--- config.mk ---
export PLATFORM = sky130hd
export DESIGN_NAME = cab_divider
export DESIGN_NICKNAME = d
export VERILOG_FILES = /design/src/design/cab_pkg.sv /design/src/design/cab_divider.sv
export SDC_FILE = /design/constraint.sdc
export NUM_CORES = 1
export LEC_CHECK = 0
export BUFFER_PORTS_ARGS = -buffer_cell sky130_fd_sc_hd__buf_4
export CORE_ASPECT_RATIO = 1.5
export CORE_MARGIN = 2
export CORE_UTILIZATION = 35
export DETAILED_ROUTE_END_ITERATION = 8
export PLACE_DENSITY = 0.49
export SLEW_MARGIN = 20
export SYNTH_ARGS = -nofsm -noshare
export SYNTH_HDL_FRONTEND = slang
export SYNTH_SLANG_ARGS = --single-unit
export TNS_END_PERCENT = 5
--- constraint.sdc ---
create_clock -name i_clk -period 3.2 [get_ports i_clk]
set_input_delay 0.32 -clock i_clk [delete_from_list [all_inputs] [get_ports i_clk]]
set_output_delay 0.32 -clock i_clk [all_outputs]
set_load 0.03 [all_outputs]
--- src/design/cab_pkg.sv ---
// ============================================================================
// cab_pkg: shared types and constants for the coverage alpha blend block
// Beat structs for both channels, fixed-point constants of the blend math
// and the widths of the per-channel divider.
// ============================================================================
`default_nettype none

package cab_pkg;

    // field widths
    localparam int COORD_W        = 12;
    localparam int CH_W           = 8;
    localparam int SRC_W          = 32;
    localparam int COORD_BITS_DEF = 12;

    // Q1.16 fractions: 65536 is one
    localparam int          FRAC_W = 17;
    localparam logic [16:0] Q_ONE  = 17'h10000;
    localparam logic [16:0] Q_HALF = 17'h08000;

    // sa = (p*65536 + 32512) / 65025 = p + (p*511 + 32512) / 65025
    localparam int SA_DIV      = 65025;
    localparam int SA_EXTRA    = 511;
    localparam int SA_BIAS     = 32512;
    localparam int SA_RECIP    = 66051;     // floor(2^32 / 65025)
    localparam int SA_RECIP_SH = 32;
    localparam int SA_T_W      = 25;        // width of p*511 + 32512
    localparam int SA_Q_W      = 9;         // (p*511 + 32512) / 65025 <= 511
    localparam int SA_PROD_W   = SA_T_W + 17;

    // da = dal*257 + (dal >= 128)
    localparam int DA_MUL = 257;

    // channel divider: quotient of (2*num + oa) / (2*oa), at most 255
    localparam int OA_W       = 18;
    localparam int PROD_W     = 25;
    localparam int DIV_NUM_W  = 27;
    localparam int DIV_DEN_W  = 19;
    localparam int QUO_W      = 9;
    localparam int CH_MAX     = 255;

    typedef struct packed {
        logic [COORD_W-1:0] in_x;
        logic [COORD_W-1:0] in_y;
        logic [CH_W-1:0]    dest_red;
        logic [CH_W-1:0]    dest_green;
        logic [CH_W-1:0]    dest_blue;
        logic [CH_W-1:0]    dest_alpha;
        logic [CH_W-1:0]    coverage;
    } t_in_beat;

    typedef struct packed {
        logic [COORD_W-1:0] out_x;
        logic [COORD_W-1:0] out_y;
        logic [CH_W-1:0]    out_red;
        logic [CH_W-1:0]    out_green;
        logic [CH_W-1:0]    out_blue;
        logic [CH_W-1:0]    out_alpha;
        logic               updated;
    } t_out_beat;

endpackage

`default_nettype wire

--- src/design/cab_divider.sv ---
// ============================================================================
// cab_divider: pipelined restoring divider for one color channel
// One quotient bit per register stage, MSB first; the numerator must be
// below den * 2^QUO_W. All stages advance together on i_en.
// ============================================================================
`default_nettype none

module cab_divider (
    input  wire logic                          i_clk,
    input  wire logic                          i_en,
    input  wire logic [cab_pkg::DIV_NUM_W-1:0] i_num,
    input  wire logic [cab_pkg::DIV_DEN_W-1:0] i_den,
    output logic      [cab_pkg::QUO_W-1:0]     o_quo
);

    localparam int NW = cab_pkg::DIV_NUM_W;
    localparam int DW = cab_pkg::DIV_DEN_W;
    localparam int QW = cab_pkg::QUO_W;

    logic [NW-1:0] r_rem [QW-1];
    logic [DW-1:0] r_den [QW-1];
    logic [QW-1:0] r_quo [QW];

    for (genvar j = 0; j < QW; j++) begin : g_step
        logic [NW-1:0] w_rem_in;
        logic [DW-1:0] w_den_in;
        logic [QW-1:0] w_quo_in;
        logic [NW-1:0] w_dsh;
        logic          w_ge;

        if (j == 0) begin : g_first
            assign w_rem_in = i_num;
            assign w_den_in = i_den;
            assign w_quo_in = '0;
        end else begin : g_next
            assign w_rem_in = r_rem[j-1];
            assign w_den_in = r_den[j-1];
            assign w_quo_in = r_quo[j-1];
        end

        // divisor aligned to the quotient bit of this stage
        assign w_dsh = NW'(w_den_in) << (QW - 1 - j);
        assign w_ge  = (w_rem_in >= w_dsh);

        always_ff @(posedge i_clk) begin
            if (i_en) begin
                r_quo[j] <= {w_quo_in[QW-2:0], w_ge};
            end
        end

        if (j < QW - 1) begin : g_keep
            always_ff @(posedge i_clk) begin
                if (i_en) begin
                    r_rem[j] <= w_ge ? (w_rem_in - w_dsh) : w_rem_in;
                    r_den[j] <= w_den_in;
                end
            end
        end
    end

    assign o_quo = r_quo[QW-1];

endmodule

`default_nettype wire

==> results.yml <==
outcome:
  status: "finished, violations left"
  violations: "negative setup slack"
die:
  initial_utilization_pct: 35.2
  die_area_sq_um: 69000
  die_w_microns: 215
  rows: 116
  core_sq_um: 66500
  io_pins: 57
  die_h_microns: 321
timing:
  period_needed_ps: 3230
  fin_hold_ws_ps: 55.2
  tightest_slew_ps: 909
  fmax_mhz: 309
  setup_tns_ps: -54.0
  setup_viol: 3
  slew_headroom_pct: 38.7
  finalCritPeriodShare_pct: 101
  slew_violations: 0
  rsz0062_at_grt: "yes"
  clock_skew_ps: 26.1
  setup_ws_ps: -31.7
  final-hold-violation-count: 0
grt:
  use_met3_pct: 2.08
  use_met1_pct: 13.6
  busiest_layer: "met2"
  grt.total_usage_pct: 17.0
  gr-total-overflow: 0
  grt_first_pass_wirelength_microns: 92100
  met2_usage_pct: 37.1
  antenna_found_initial: 1
  grt_start_max_net_pins: 86
  grt_pass1_vias: 18100
worst_setup_path:
  cp.depth: 14
  cp.buffers_inverters: 4
  rr_startpoint: "r_rem[0][7]"
  worstSetupEndpointType: "flop"
  crit_fanout: 5
  path_cells: "inv_1 > ha_2 > inv_2 > fa_2 > a21oi_2 > o211ai_1 > a221oi_2 > buf_4 > a2111oi_4 > or4b_4 > nand2_4 > buf_12 > nor2_1 > mux2_4"
  slowest_delay_ps: 560
  critPathKind: "flop to flop"
  critPathLaunchType: "flop"
  r2r_cells: 14
  path_delay_family: "simple AND/OR/NAND/NOR gates"
  critPathArrivalTime_ps: 3550
  worstPathRequired_ps: 3520
  cp_slowest_cell: "or4b_4"
  startpoint: "r_rem[0][7]"
final_layout:
  drive_above_1_share_pct: 18.0
  num-nets-final: 2579
  fin_util_pct: 42.6
  fin_cells: 3268
  fin_area_sq_um: 28300
  antenna_cells: 0
  area_delta_synth_final_pct: 20.9
synthesis:
  yosysTopAreaCell: "edfxtp_1"
  synth_fp_nets: 2303
  synth_adder_area_share_pct: 9.83
  yosysMostFrequentCell: "edfxtp_1"
  synth_common_cells: "edfxtp_1 (413), inv_1 (220), ha_1 (171)"
  synth-xor-area-share_pct: 5.09
  synth_area_leaders: "edfxtp_1 (53%), ha_1 (9.1%), inv_1 (3.5%)"
  yosysUniqueCellTypes: 84
  ys_seq_area_share_pct: 53.0
  async_reset_ff_share_pct: 0
  synth-simple-area-share_pct: 10.8
  synth.area.mux_share_pct: 2.24
  synth_edf_count: 413
  synth_seq_cells: 413
  synthCells: 2076
  synth_top_area_share_pct: 53.0
  synth_compound_area_share_pct: 14.7
  synth_area_sq_um: 23400
  synth_ff_type: "edfxtp_1"
  avgSynthCellArea_sq_um: 11.3
  yosysWarnings: 0
  synth_top_family_by_area: "compound AO/OA/AOI/OAI gates"
pwr:
  total_power_mw: 23.5
  vdd.ir_drop.worst_mv: 0.419
  leakage_nw: 11.5
  pwr_density_cell_nw_per_um2: 829
hold_path:
  hold_depth: 2
  hold_class: "primary input to flop"
  worstHoldStart: "i_num[16]"
flow_run:
  maxCapViolCount: 0
routing:
  routed_wl_microns: 58200
  drtIter0Drc: 544
  ant_nets: 0
  dr.pass1.iters: 5
  wl_per_cell_microns: 17.8
  via_per_inst: 5.06
  post-route-drc-count: 0
  num_vias: 16500
cts:
  cts_tree: "yes"
  clkLatencyLatePin_ps: 580
  root_buffer: "clkbuf_16"
  cts_max_level: 2
  cts.sinks: 413
  clk_pin_slew_ps: 60
  cts_buffers: 43
  clock_path_buffers: 3
place:
  place_congestion: 0.907
  dp_slack_ps: -333
  placed_cell_area_sq_um: 26200
  dpl.hpwl_microns: 45900
  port_buffers: 56
  dpl.cell_count: 3149
## report_power, final
group | internal (mW) | switching [mW] | total (mW)
combinational | 4.67 | 5.37 | 10.0
sequential | 7.74 | 0.754 | 8.49
clock | 2.79 | 2.13 | 4.93
## cell usage in the layout (no fill, tap or decap), types with 55 or more instances in the layout
| cell type | count |
|---|---|
| nand2_1 | 137 |
| a21oi_1 | 140 |
| xnor2_1 | 81 |
| o21ai_0 | 106 |
| xor2_1 | 55 |
| ha_1 | 170 |
| buf_4 | 226 |
| edfxtp_1 | 413 |
| inv_1 | 218 |
| a21o_1 | 63 |
| nor2_1 | 116 |
## flip-flops by register name, indices dropped and copies added, names as in the netlist
register	cells
r_rem	216
r_den	152
r_quo	45
## cells by family (layout without fill, tap and decap cells)
| logic type | count (synthesis) | after routing |
|---|---|---|
| compound gates | 534 | 534 |
| simple gates | 502 | 502 |
| flops | 413 | 413 |
| buf+inv | 265 | 572 |
| fa+ha+maj | 179 | 179 |
| xor+xnor | 136 | 136 |
| mux | 47 | 47 |
## worst reg2reg max path, delay by kind of cell (launching register included)
family,cells,cell delay [ps]
AO/OA/AOI/OAI,4,640
adder cells (fa/ha/maj),2,520
buffers and inverters,4,420
flip-flops,1,390
multiplexers,1,260
AND/OR/NAND/NOR,3,730
## metal layers
| layer | part of all wire (%) | wire, microns | vias to the layer above |
|---|---|---|---|
| met4 | 6.9 | 4020 | 0 |
| met3 | 2.5 | 1430 | 187 |
| li1 | - | - | 8220 |
| met2 | 60 | 34800 | 314 |
| met1 | 31 | 17900 | 7817 |
| met5 | 0 | 0 | - |
## final timing paths
check                                    end  slack, ps
worst max-delay path            r_rem[0][53]        -30
worst min register to register  r_quo[0][30]        420
worst min-delay path            r_rem[0][16]         60
worst max register to register  r_rem[0][53]        -30
## final cells by class
cell class / count / area (sq um)
sequential: 413 / 12400
timing repair buffer: 274 / 2350
tap: 885 / 1110
inverter: 222 / 836
multi-input combinational: 1398 / 10200
fill: 6351 / 38200
clock inverter: 29 / 279
clock buffer: 47 / 1090
## repair_timing
| item | 4_1_cts | 5_1_grt |
|---|---|---|
| cloned | 2 | 1 |
| hold buffers | 27 | 0 |
| gates resized for setup | 42 | 50 |
| hold endpoints to repair | 27 | 0 |
| pin swaps | 13 | 16 |
| setup endpoints to repair | 47 | 111 |
| buffers inserted | 11 | 3 |
Note: power is estimated with default switching activity, not from simulation.
